$ cat config.mk
export PLATFORM = sky130hd
export DESIGN_NAME = button_debounce_press_classifier
export DESIGN_NICKNAME = d
export VERILOG_FILES = /design/src/sv/bdpc_pkg.sv /design/src/sv/button_debounce_press_classifier.sv /design/src/sv/bdpc_lane.sv /design/src/sv/bdpc_merge.sv
export SDC_FILE = /design/constraint.sdc
export NUM_CORES = 1
export LEC_CHECK = 0
export ABC_AREA = 1
export BUFFER_PORTS_ARGS = -buffer_cell sky130_fd_sc_hd__buf_2
export CORE_MARGIN = 10
export CORE_UTILIZATION = 61
export DETAILED_ROUTE_END_ITERATION = 12
export GPL_TIMING_DRIVEN = 0
export PLACE_DENSITY_LB_ADDON = 0.05
export SKIP_LAST_GASP = 1
export SYNTH_ARGS = -nofsm -noshare
export SYNTH_HDL_FRONTEND = slang
export SYNTH_HIERARCHICAL = 1
export SYNTH_SLANG_ARGS = --single-unit
$ cat constraint.sdc
create_clock -name clk -period 4 [get_ports clk]
set_input_delay 0.8 -clock clk [delete_from_list [all_inputs] [get_ports clk]]
set_output_delay 0.8 -clock clk [all_outputs]
set_load 0.05 [all_outputs]
$ cat src/sv/bdpc_pkg.sv
// ----------------------------------------------------------------------------
// bdpc_pkg
// shared types and constants of the button debounce and press classifier
// ----------------------------------------------------------------------------
package bdpc_pkg;

    localparam int NUM_BUTTONS  = 3;
    localparam int CNT_W        = 8;
    localparam int HOLD_W       = 16;
    localparam int S_TDATA_W    = ((NUM_BUTTONS + 7) / 8) * 8;
    localparam int M_FIELDS_W   = 3 * NUM_BUTTONS;
    localparam int M_TDATA_W    = ((M_FIELDS_W + 7) / 8) * 8;
    localparam int APB_ADDR_W   = 4;
    localparam int APB_DATA_W   = 32;

    // register index, taken from paddr[3:2]
    typedef enum logic [1:0] {
        REG_DEBOUNCE_SAMPLES = 2'd0,
        REG_LONG_PRESS_TICKS = 2'd1,
        REG_ACTIVE_LOW       = 2'd2,
        REG_UNUSED           = 2'd3
    } reg_idx_t;

    localparam logic [CNT_W-1:0]  DEBOUNCE_RESET   = 8'd6;
    localparam logic [HOLD_W-1:0] LONG_PRESS_RESET = 16'd160;
    localparam logic              ACTIVE_LOW_RESET = 1'b1;

    // settings as seen by the lanes
    typedef struct packed {
        logic [CNT_W-1:0]  limit;
        logic [HOLD_W-1:0] long_ticks;
        logic              active_low;
    } lane_cfg_t;

    // what one lane reports for one tick
    typedef struct packed {
        logic short_press;
        logic long_press;
        logic pressed;
    } lane_evt_t;

endpackage

$ cat src/sv/button_debounce_press_classifier.sv
// ----------------------------------------------------------------------------
// button_debounce_press_classifier
// integrating debounce with short and long press detection per button
// ----------------------------------------------------------------------------
// usage
//   s_* carries one poll tick per request: s_tdata[2:0] holds the raw pin
//   level of each button. m_* returns one result per tick with the short
//   press, long press and debounced pressed masks of that tick.
//   the apb port sets the debounce limit, the long press threshold and the
//   pin polarity; write it only while no tick is in flight.
// timing
//   one lane per button updates its counters in the cycle a tick is taken;
//   the merged result sits in the output register on the next cycle, and
//   one tick is taken every cycle unless a result waits on m_tready.
// reset
//   all counters and flags clear, settings return to 6 / 160 / active low.
// stall
//   while m_tready is low with a result waiting, s_tready drops and the
//   button state holds; nothing is lost or repeated.
// ----------------------------------------------------------------------------
module button_debounce_press_classifier
    import bdpc_pkg::*;
(
    input  logic                  clk,
    input  logic                  rst_n,
    // apb configuration port
    input  logic                  psel,
    input  logic                  penable,
    input  logic                  pwrite,
    input  logic [APB_ADDR_W-1:0] paddr,
    input  logic [APB_DATA_W-1:0] pwdata,
    output logic [APB_DATA_W-1:0] prdata,
    output logic                  pready,
    // tick input: [2:0] raw_levels
    input  logic                  s_tvalid,
    output logic                  s_tready,
    input  logic [S_TDATA_W-1:0]  s_tdata,
    // result output: [2:0] short_press_mask, [5:3] long_press_mask,
    // [8:6] pressed_mask
    output logic                  m_tvalid,
    input  logic                  m_tready,
    output logic [M_TDATA_W-1:0]  m_tdata
);

    logic [CNT_W-1:0]  debounce_samples_reg;
    logic [HOLD_W-1:0] long_press_ticks_reg;
    logic              active_low_reg;
    reg_idx_t          reg_idx;
    logic              wr_en;
    lane_cfg_t         cfg;
    logic              room;
    logic              tick;
    lane_evt_t         evt [NUM_BUTTONS];

    // ---------------- configuration registers ----------------
    assign pready  = 1'b1;
    assign reg_idx = reg_idx_t'(paddr[3:2]);
    assign wr_en   = psel && penable && pwrite;

    always_ff @(posedge clk or negedge rst_n)
    begin
        if (!rst_n)
        begin
            debounce_samples_reg <= DEBOUNCE_RESET;
            long_press_ticks_reg <= LONG_PRESS_RESET;
            active_low_reg       <= ACTIVE_LOW_RESET;
        end
        else if (wr_en)
        begin
            case (reg_idx)
                REG_DEBOUNCE_SAMPLES: debounce_samples_reg <= pwdata[CNT_W-1:0];
                REG_LONG_PRESS_TICKS: long_press_ticks_reg <= pwdata[HOLD_W-1:0];
                REG_ACTIVE_LOW:       active_low_reg       <= pwdata[0];
                default:              ;
            endcase
        end
    end

    always_comb
    begin
        case (reg_idx)
            REG_DEBOUNCE_SAMPLES: prdata = APB_DATA_W'(debounce_samples_reg);
            REG_LONG_PRESS_TICKS: prdata = APB_DATA_W'(long_press_ticks_reg);
            REG_ACTIVE_LOW:       prdata = APB_DATA_W'(active_low_reg);
            default:              prdata = '0;
        endcase
    end

    // a limit of zero behaves as one
    assign cfg.limit      = (debounce_samples_reg == '0) ? CNT_W'(1) : debounce_samples_reg;
    assign cfg.long_ticks = long_press_ticks_reg;
    assign cfg.active_low = active_low_reg;

    // ---------------- tick handshake ----------------
    assign s_tready = room;
    assign tick     = s_tvalid && room;

    // ---------------- one lane per button ----------------
    for (genvar b = 0; b < NUM_BUTTONS; b++)
    begin : g_lane
        bdpc_lane u_lane
        (
            .clk       (clk),
            .rst_n     (rst_n),
            .tick      (tick),
            .raw_level (s_tdata[b]),
            .cfg       (cfg),
            .evt       (evt[b])
        );
    end

    // ---------------- merge and output register ----------------
    bdpc_merge u_merge
    (
        .clk      (clk),
        .rst_n    (rst_n),
        .tick     (tick),
        .evt      (evt),
        .room     (room),
        .m_tvalid (m_tvalid),
        .m_tready (m_tready),
        .m_tdata  (m_tdata)
    );

endmodule

$ cat src/sv/bdpc_lane.sv
// ----------------------------------------------------------------------------
// bdpc_lane
// debounce counter and press classification of one button
// ----------------------------------------------------------------------------
module bdpc_lane
    import bdpc_pkg::*;
(
    input  logic      clk,
    input  logic      rst_n,
    input  logic      tick,
    input  logic      raw_level,
    input  lane_cfg_t cfg,
    output lane_evt_t evt
);

    logic [CNT_W-1:0]  cnt_reg, cnt_next;
    logic              pressed_reg, pressed_next;
    logic [HOLD_W-1:0] hold_reg, hold_next;
    logic              long_rep_reg, long_rep_next;
    logic              asserted;
    logic [CNT_W-1:0]  cnt_inc;
    logic [HOLD_W-1:0] hold_inc;

    assign asserted = raw_level ^ cfg.active_low;
    assign cnt_inc  = cnt_reg + 1'b1;
    assign hold_inc = (hold_reg == {HOLD_W{1'b1}}) ? hold_reg : hold_reg + 1'b1;

    always_comb
    begin
        cnt_next        = cnt_reg;
        pressed_next    = pressed_reg;
        hold_next       = hold_reg;
        long_rep_next   = long_rep_reg;
        evt.short_press = 1'b0;
        evt.long_press  = 1'b0;
        if (asserted)
        begin
            if (cnt_reg < cfg.limit)
            begin
                cnt_next = cnt_inc;
                if ((cnt_inc >= cfg.limit) && !pressed_reg)
                begin
                    pressed_next  = 1'b1;
                    hold_next     = '0;
                    long_rep_next = 1'b0;
                end
            end
            else if (!pressed_reg)
            begin
                // limit lowered to or below the count: accept at once
                pressed_next  = 1'b1;
                hold_next     = '0;
                long_rep_next = 1'b0;
            end
            else
            begin
                hold_next = hold_inc;
                if (!long_rep_reg && (hold_inc >= cfg.long_ticks))
                begin
                    long_rep_next  = 1'b1;
                    evt.long_press = 1'b1;
                end
            end
        end
        else if (cnt_reg != '0)
        begin
            cnt_next = cnt_reg - 1'b1;
            if ((cnt_reg == {{(CNT_W-1){1'b0}}, 1'b1}) && pressed_reg)
            begin
                pressed_next    = 1'b0;
                evt.short_press = !long_rep_reg;
            end
        end
        evt.pressed = pressed_next;
    end

    always_ff @(posedge clk or negedge rst_n)
    begin
        if (!rst_n)
        begin
            cnt_reg      <= '0;
            pressed_reg  <= 1'b0;
            hold_reg     <= '0;
            long_rep_reg <= 1'b0;
        end
        else if (tick)
        begin
            cnt_reg      <= cnt_next;
            pressed_reg  <= pressed_next;
            hold_reg     <= hold_next;
            long_rep_reg <= long_rep_next;
        end
    end

endmodule

$ cat src/sv/bdpc_merge.sv
// ----------------------------------------------------------------------------
// bdpc_merge
// gathers the lane reports into one result and holds it for the receiver
// ----------------------------------------------------------------------------
module bdpc_merge
    import bdpc_pkg::*;
(
    input  logic                 clk,
    input  logic                 rst_n,
    input  logic                 tick,
    input  lane_evt_t            evt [NUM_BUTTONS],
    output logic                 room,
    output logic                 m_tvalid,
    input  logic                 m_tready,
    output logic [M_TDATA_W-1:0] m_tdata
);

    logic                   valid_reg;
    logic [M_FIELDS_W-1:0]  data_reg, data_next;
    logic [NUM_BUTTONS-1:0] shorts, longs, pressed;

    always_comb
    begin
        for (int b = 0; b < NUM_BUTTONS; b++)
        begin
            shorts[b]  = evt[b].short_press;
            longs[b]   = evt[b].long_press;
            pressed[b] = evt[b].pressed;
        end
        data_next = {pressed, longs, shorts};
    end

    // the output register can take a new result when empty or being drained
    assign room     = !valid_reg || m_tready;
    assign m_tvalid = valid_reg;
    assign m_tdata  = M_TDATA_W'(data_reg);

    always_ff @(posedge clk or negedge rst_n)
    begin
        if (!rst_n)
        begin
            valid_reg <= 1'b0;
        end
        else if (room)
        begin
            valid_reg <= tick;
        end
    end

    always_ff @(posedge clk)
    begin
        if (tick)
        begin
            data_reg <= data_next;
        end
    end

endmodule
==> metrics.cfg, run 1 <==
[status]
status = complete, no violations

[logic_synthesis]
synth-compound-area-share_pct = 6.50
syn_inst = 1435
synth_top_family_by_area = simple AND/OR/NAND/NOR gates
yosys_register_bits = 113
yosys_warnings = 6
synth-main-ff-cell = dfrtp_1
synthTopCellsByArea = dfrtp_1 24%, nand2_1 18%, ha_1 14%, inv_1 7.0%, xor2_1 4.6%
synth_cell_types = 42
synth-simple-area-share_pct = 35.0
synthAdderAreaFrac_pct = 13.6
synth.mux.area_fraction_pct = 0
netlist.area_leader.share_pct = 24.3
syn_area_um2 = 10200
ys_seq_area_share_pct = 28.2
synth_area_per_cell_um2 = 7.12
yosysTopAreaCell = dfrtp_1
async_flop_share_pct = 92.0
synth_edf_count = 9
synth_xor_area_share_pct = 5.40

[routing]
top_layer_used = met4
drc_errors = 0
dr_wl_met2_mm = 12.3
vias = 8948
ant_nets = 0
dr_wl_met3_mm = 1.06
via_per_inst = 5.08
wl_per_cell_um = 14.1
first_pass_iters = 6
drt-total-wl_mm = 24.9
drt-met1-wl_mm = 11.2
drtIter0Drc = 516

[placed_design]
dpl.hpwl_mm = 19.1
port_buffers = 54
gp_congestion = 0.911
placed_area_um2 = 10900

[flow_run]
max-cap-violations = 0

[timing]
rsz0062_at_grt = no
finalCritPeriodShare_pct = 75.1
setup_viol = 0
fmax_mhz = 333
hold_violations = 0
hold_ws_ps = 297
fin_crit_ps = 3000
final.setup_skew_ps = 7.97
drv_slew = 0
slew_headroom_pct = 37.4
finalSetupTns_ps = 0
worst_slew_pin_slew_ps = 915

[cts]
cts_buffer_depth = 2
hold_buffers = 0
numCtsBuffers = 17
cts_resized = 0
clkTransAtPathRegs_ps = 60
clock_sinks = 113
clock_latency_ps = 420
htreeDepth = 4
cts_tree = done
postCtsSetupBuffers = 0
cts-root-buf = clkbuf_16

[floorplan]
ioPinCount = 102
dieArea_um2 = 22300
rows = 47
initial_core_util_pct = 61.8
die_width_um = 149
die_h_um = 149
core_um2 = 16500

[worst_setup_path]
cp-end-kind = register
worst-setup-path-type = register to register
worstSetupStartpointType = register
startpoint = g_lane[1].u_lane/hold_reg[0]$_DFFE_PN0P_
r2r_cells = 14
rrSetupSlack_ps = 1000
required_ps = 4170
r2r-end = u_merge/data_reg[4]$_DFFE_PP_
cp_data_arrival_time_ps = 3180
r2r-start = g_lane[1].u_lane/hold_reg[0]$_DFFE_PN0P_
cp_max_fo = 4

[global_routing]
grt-ovfl-total = 0
gr-usage-all-layers_pct = 22.8
grt_pass1_vias = 8658
grt_max_degree = 65
grt_antenna_before_repair = 0
grt_pass1_wl_mm = 41.6

[final_layout]
fillers = 1414
regArea_um2 = 2880
finalInstanceArea_um2 = 11500
area_growth_syn_to_layout_pct = 12.5
mostFrequentLayoutCells = 487 x nand2_1, 190 x inv_1, 111 x ha_1
largest_reg_flops = 48
nNetsFinal = 1692
multi_input_area_um2 = 6270
diodes = 0
final_layout_size_suffix_gt1_share_pct = 17.1
final_common_cell = nand2_1

[power]
p_leak_nw = 6.40
ir_drop_mv = 0.473
power.share.sequential_pct = 26.6
switching_share_pct = 44.7
p_int_w = 0.00354
p_switching_w = 0.00286
power_w = 0.00640
power_frac_clock_pct = 24.7
power.density_nw_per_um2 = 557
pwr-share-comb_pct = 48.6

[min_path]
hold_path.class = primary input to asynchronous set/reset pin

-- metal layers --
| metal | global-route usage (%) | vias up |
|---|---|---|
| met3 | 3.82 | 29 |
| li1 | - | 4630 |
| met1 | 28.6 | 4110 |
| met5 | 0 | - |
| met2 | 39.2 | 179 |
| met4 | 6.87 | 0 |
-- cell usage after synthesis (7+ instances only) --
| cell type | number |
|---|---|
| nor3_2 | 9 |
| nand3_1 | 63 |
| nand3_2 | 10 |
| nor2_1 | 87 |
| buf_2 | 12 |
| clkbuf_1 | 7 |
| a21oi_1 | 48 |
| nor2_4 | 12 |
| inv_1 | 190 |
| nor3_1 | 21 |
| nor2_2 | 7 |
| xnor2_1 | 9 |
| nand2_1 | 487 |
| buf_4 | 30 |
| ha_1 | 111 |
| nand2_4 | 8 |
| nand4_1 | 9 |
| edfxtp_1 | 9 |
| o21ai_0 | 21 |
| xor2_1 | 54 |
| nand2_2 | 48 |
| dfrtp_1 | 99 |
| o21ai_1 | 9 |
| inv_2 | 10 |
-- layout make-up --
cell class                 instances  share of cell area, %
buffer                            54                   3.20
clock buffer                      19                   3.94
tap                              220                   2.40
multi-input combinational       1085                   54.6
timing repair buffer              55                   2.65
sequential                       113                   25.1
inverter                         204                   6.77
clock inverter                    13                   1.41
-- kinds of logic (layout without fill, tap and decap cells) --
kind of cell    Yosys count  in the layout
flops                   113            113
other cells               3             24
simple gates            775            775
xor+xnor                 63             63
buf+inv                 258            345
fa+ha+maj               111            111
compound gates          112            112
-- critical path, stage by stage (launching register included) --
cell      delay (ps)
dfrtp_1          420
ha_1             250
nand2_2          110
nor3_4           270
nand3_2          140
nor3_1           230
a21oi_1          150
ha_1             290
nand2_1          100
o21bai_1         120
nand2_1           70
a21oi_1          270
nand3_1          170
nand2_1          110
inv_1             50
-- per-stage QoR --
step / worst slack [ps] / instances / utilization (%)
floorplan: 1140 / 1456 / -
global placement: 781 / 1730 / 65.6
detailed placement: 1060 / 1731 / 65.8
CTS: 1050 / 1763 / 69.5
global route: 797 / 1763 / 69.5
finish: 996 / 1763 / 69.5
-- worst max path at each step --
stage                                                          to  cells past startpoint
final                               u_merge/data_reg[4]$_DFFE_PP_                     14
after global routing                u_merge/data_reg[3]$_DFFE_PP_                     14
after CTS                           u_merge/data_reg[4]$_DFFE_PP_                     14
after detailed placement            u_merge/data_reg[4]$_DFFE_PP_                     14
after global placement    g_lane[0].u_lane/cnt_reg[1]$_DFFE_PN0P_                      1
after floorplan                                         prdata[1]                      3
-- power groups by stage --
stage	logic [W]	registers, W	clock network [W]
after floorplan	0.00239	0.00166	0
after global placement	0.00295	0.00172	0
after detailed placement	0.00305	0.00172	0
after CTS	0.00309	0.00170	0.00160
after global routing	0.00356	0.00175	0.00165
final	0.00311	0.00170	0.00158
(Power assumes the default switching activity.)
==> inputs of run 2 (changes only) <==
--- a/config.mk
+++ b/config.mk
@@ -5,7 +5,7 @@
 export SDC_FILE = /design/constraint.sdc
 export NUM_CORES = 1
 export LEC_CHECK = 0
-export ABC_AREA = 1
+export ABC_AREA = 0
 export BUFFER_PORTS_ARGS = -buffer_cell sky130_fd_sc_hd__buf_2
 export CORE_MARGIN = 10
 export CORE_UTILIZATION = 61
==> constraint.sdc (replaced) <==
create_clock -name clk -period 2.96 [get_ports clk]
set_input_delay 0.592 -clock clk [delete_from_list [all_inputs] [get_ports clk]]
set_output_delay 0.592 -clock clk [all_outputs]
set_load 0.05 [all_outputs]
==> run 2 against run 1 <==
  * The flow now finishes with violations (setup timing)
  * Global-route usage increased by 1.8 points
  * Clock skew increased by 2.3 ps
  * Count of clock-buffer cells in the layout increased by 7
  * Setup slack got worse by 1200 ps
  * Cell count decreased by 16%
  * Critical endpoint is now u_merge/data_reg[5]$_DFFE_PP_
  * Highest routed layer unchanged
==> metrics.cfg, run 2 <==
[status]
violations = setup timing
status = finished with violations

[power]
power.density_nw_per_um2 = 762
pwr-share-comb_pct = 51.3
ir_drop_mv = 0.658
power_frac_clock_pct = 22.2
switching_share_pct = 43.1
p_int_w = 0.00525
p_switching_w = 0.00398
p_leak_nw = 5.66
power.share.sequential_pct = 26.5

[routing]
drt-total-wl_mm = 27.8
dr_wl_met2_mm = 13.4
wl_per_cell_um = 18.6
ant_nets = 0
vias = 8922
dr_wl_met3_mm = 1.83
drc_errors = 0
drtIter0Drc = 669
first_pass_iters = 6
via_per_inst = 5.99
drt-met1-wl_mm = 11.7
top_layer_used = met4

[logic_synthesis]
synth_cell_types = 63
synth-main-ff-cell = dfrtp_1
syn_inst = 1075
yosys_register_bits = 113
async_flop_share_pct = 92.0
ys_seq_area_share_pct = 29.9
synth_common_cells = 111 x ha_1, 99 x dfrtp_1, 90 x inv_1
synthTopCellsByArea = dfrtp_1 26%, ha_1 14%, o21ai_0 4.1%, mux2_2 4.0%, xnor2_1 3.6%
synth_area_per_cell_um2 = 8.95
yosysTopAreaCell = dfrtp_1
yosys_warnings = 6
synth_edf_count = 9
netlist.area_leader.share_pct = 25.8
yosysMostFrequentCell = ha_1
syn_area_um2 = 9620

[cts]
cts_buffer_depth = 2
htreeDepth = 4
cts-root-buf = clkbuf_16
clkTransAtPathRegs_ps = 50
hold_buffers = 0
clock_sinks = 113
numCtsBuffers = 17
clock_latency_ps = 420
cts_tree = done

[global_routing]
grt_max_degree = 68
grt_pass1_wl_mm = 43.6
grt_pass1_vias = 8552
grt-ovfl-total = 0
gr-usage-all-layers_pct = 24.6
grt_antenna_before_repair = 0

[floorplan]
dieArea_um2 = 21200
die_h_um = 146
die_width_um = 146
core_um2 = 15300
initial_core_util_pct = 62.8
rows = 45
ioPinCount = 102

[worst_setup_path]
critical_path_buf_inv_count = 3
crit_path_frequent_cell = buf_4
cp_data_arrival_time_ps = 3290
critPathTopFamily = compound AO/OA/AOI/OAI gates
crit_chain = buf_6 > buf_4 > a41o_1 > buf_4 > or2_2 > xnor2_1 > ha_1 > nand4_1 > nor2_1 > a2111oi_2 > o21ai_1 > a21oi_2 > nor4_1
worstSetupStartpointType = register
slowest_delay_ps = 370
worst-setup-path-type = register to register
cp-end-kind = register
required_ps = 3110
slowest_stage = dfrtp_1
cp_max_fo = 7

[timing]
fin_crit_ps = 3140
fmax_mhz = 318
worst_slew_pin_slew_ps = 872
final.setup_skew_ps = 10.3
setup_viol = 6
hold_violations = 0
slew_headroom_pct = 41.9
finalSetupTns_ps = -699
drv_slew = 0
fin_ws_ps = -182
rsz0062_at_grt = yes
finalCritPeriodShare_pct = 106

[placed_design]
placed_area_um2 = 10300
gp_congestion = 0.866
dp_slack_ps = -603
port_buffers = 54
dpl.hpwl_mm = 18.3

[final_layout]
final_common_cell = buf_4
final_layout_size_suffix_gt1_share_pct = 30.8
diodes = 0
mostFrequentLayoutCells = 125 x buf_4, 105 x ha_1, 89 x inv_1
largest_reg_flops = 48
finalInstanceArea_um2 = 12100
area_growth_syn_to_layout_pct = 25.9
nNetsFinal = 1427

[min_path]
hold_path.class = primary input to asynchronous set/reset pin

[flow_run]
max-cap-violations = 0

[run 2: changes by cell type after synthesis, sizes merged, moves of 13 or more]
cell    delta
a21o      +13
nor2      -35
mux2i     +14
o21ai     +43
a22o      +15
nand3     -24
or3       +21
clkbuf    +16
xnor2     +30
xor2      -18
inv      -114
mux2      +34
nand2    -483
[run 2: logic make-up after synthesis]
kind of cell | count (synthesis) | synth area share (%)
compound gates | 251 | 17.3
xor+xnor | 75 | 7.06
fa+ha+maj | 111 | 14.4
buf+inv | 151 | 7.39
flops | 113 | 29.9
mux | 48 | 5.44
other cells | 3 | 0.117
simple gates | 323 | 18.4
[run 2: per-layer routing]
| metal | vias to the layer above | track usage [%] |
|---|---|---|
| met5 | - | 0 |
| met4 | 0 | 9.15 |
| met3 | 74 | 4.91 |
| met2 | 379 | 40.0 |
| met1 | 4268 | 31.6 |
| li1 | 4201 | - |
[run 2: path summary, 6_finish.rpt]
check | start | end | slack (ps) | cells after the start
worst max-delay path | g_lane[2].u_lane/hold_reg[13]$_DFFE_PN0P_ | u_merge/data_reg[5]$_DFFE_PP_ | -180 | 13
worst min-delay path | rst_n | g_lane[0].u_lane/hold_reg[12]$_DFFE_PN0P_ | 160 | 1
worst max register to register | g_lane[2].u_lane/hold_reg[13]$_DFFE_PN0P_ | u_merge/data_reg[5]$_DFFE_PP_ | -180 | 13
worst min register to register | u_merge/m_tvalid$_DFFE_PN0P_ | u_merge/m_tvalid$_DFFE_PN0P_ | 540 | 2
max in group asynchronous | rst_n | debounce_samples_reg[1]$_DFFE_PN1P_ | 2020 | 2
min in group clk | pwdata[14] | long_press_ticks_reg[14]$_DFFE_PN0P_ | 410 | 2
[run 2: area by class of cell]
type | instances | area (µm²)
inverter | 90 | 338
fill | 1045 | 3210
clock inverter | 6 | 80.1
clock buffer | 26 | 499
buffer | 54 | 350
multi-input combinational | 832 | 6580
tap | 211 | 264
timing repair buffer | 157 | 1080
sequential | 113 | 2910
[run 2: worst reg2reg max path: cells and delay by family, from the launching register on]
family | cells | cell delay (ps)
AND/OR/NAND/NOR | 4 | 570
flip-flops | 1 | 370
buffers and inverters | 3 | 440
XOR/XNOR | 1 | 220
AO/OA/AOI/OAI | 4 | 1000
adder cells (fa/ha/maj) | 1 | 290
[run 2: stage by stage]
step | power (W) | instances | util, % | hold slack (ps)
2_1_floorplan | 0.00522 | 1096 | - | 296
3_3_place_gp | 0.00610 | 1361 | 66.9 | 516
3_5_place_dp | 0.00621 | 1362 | 67.1 | 526
4_1_cts | 0.00861 | 1456 | 75.8 | 167
5_1_grt | 0.00986 | 1489 | 79.1 | 193
6_report | 0.00922 | 1489 | 79.1 | 156
[run 2: repair_timing]
| item | CTS | global route |
|---|---|---|
| resized for setup | 83 | 81 |
| setup buffers | 68 | 34 |
| setup endpoints to repair | 36 | 67 |
| pin swaps | 48 | 37 |
[run 2: power by group through the flow]
stage | Clock, W | Combinational, W | Sequential, W
floorplan | 0 | 0.00292 | 0.00230
finish | 0.00205 | 0.00473 | 0.00245
CTS | 0.00207 | 0.00415 | 0.00239
global placement | 0 | 0.00367 | 0.00243
global route | 0.00214 | 0.00522 | 0.00250
detailed placement | 0 | 0.00377 | 0.00243
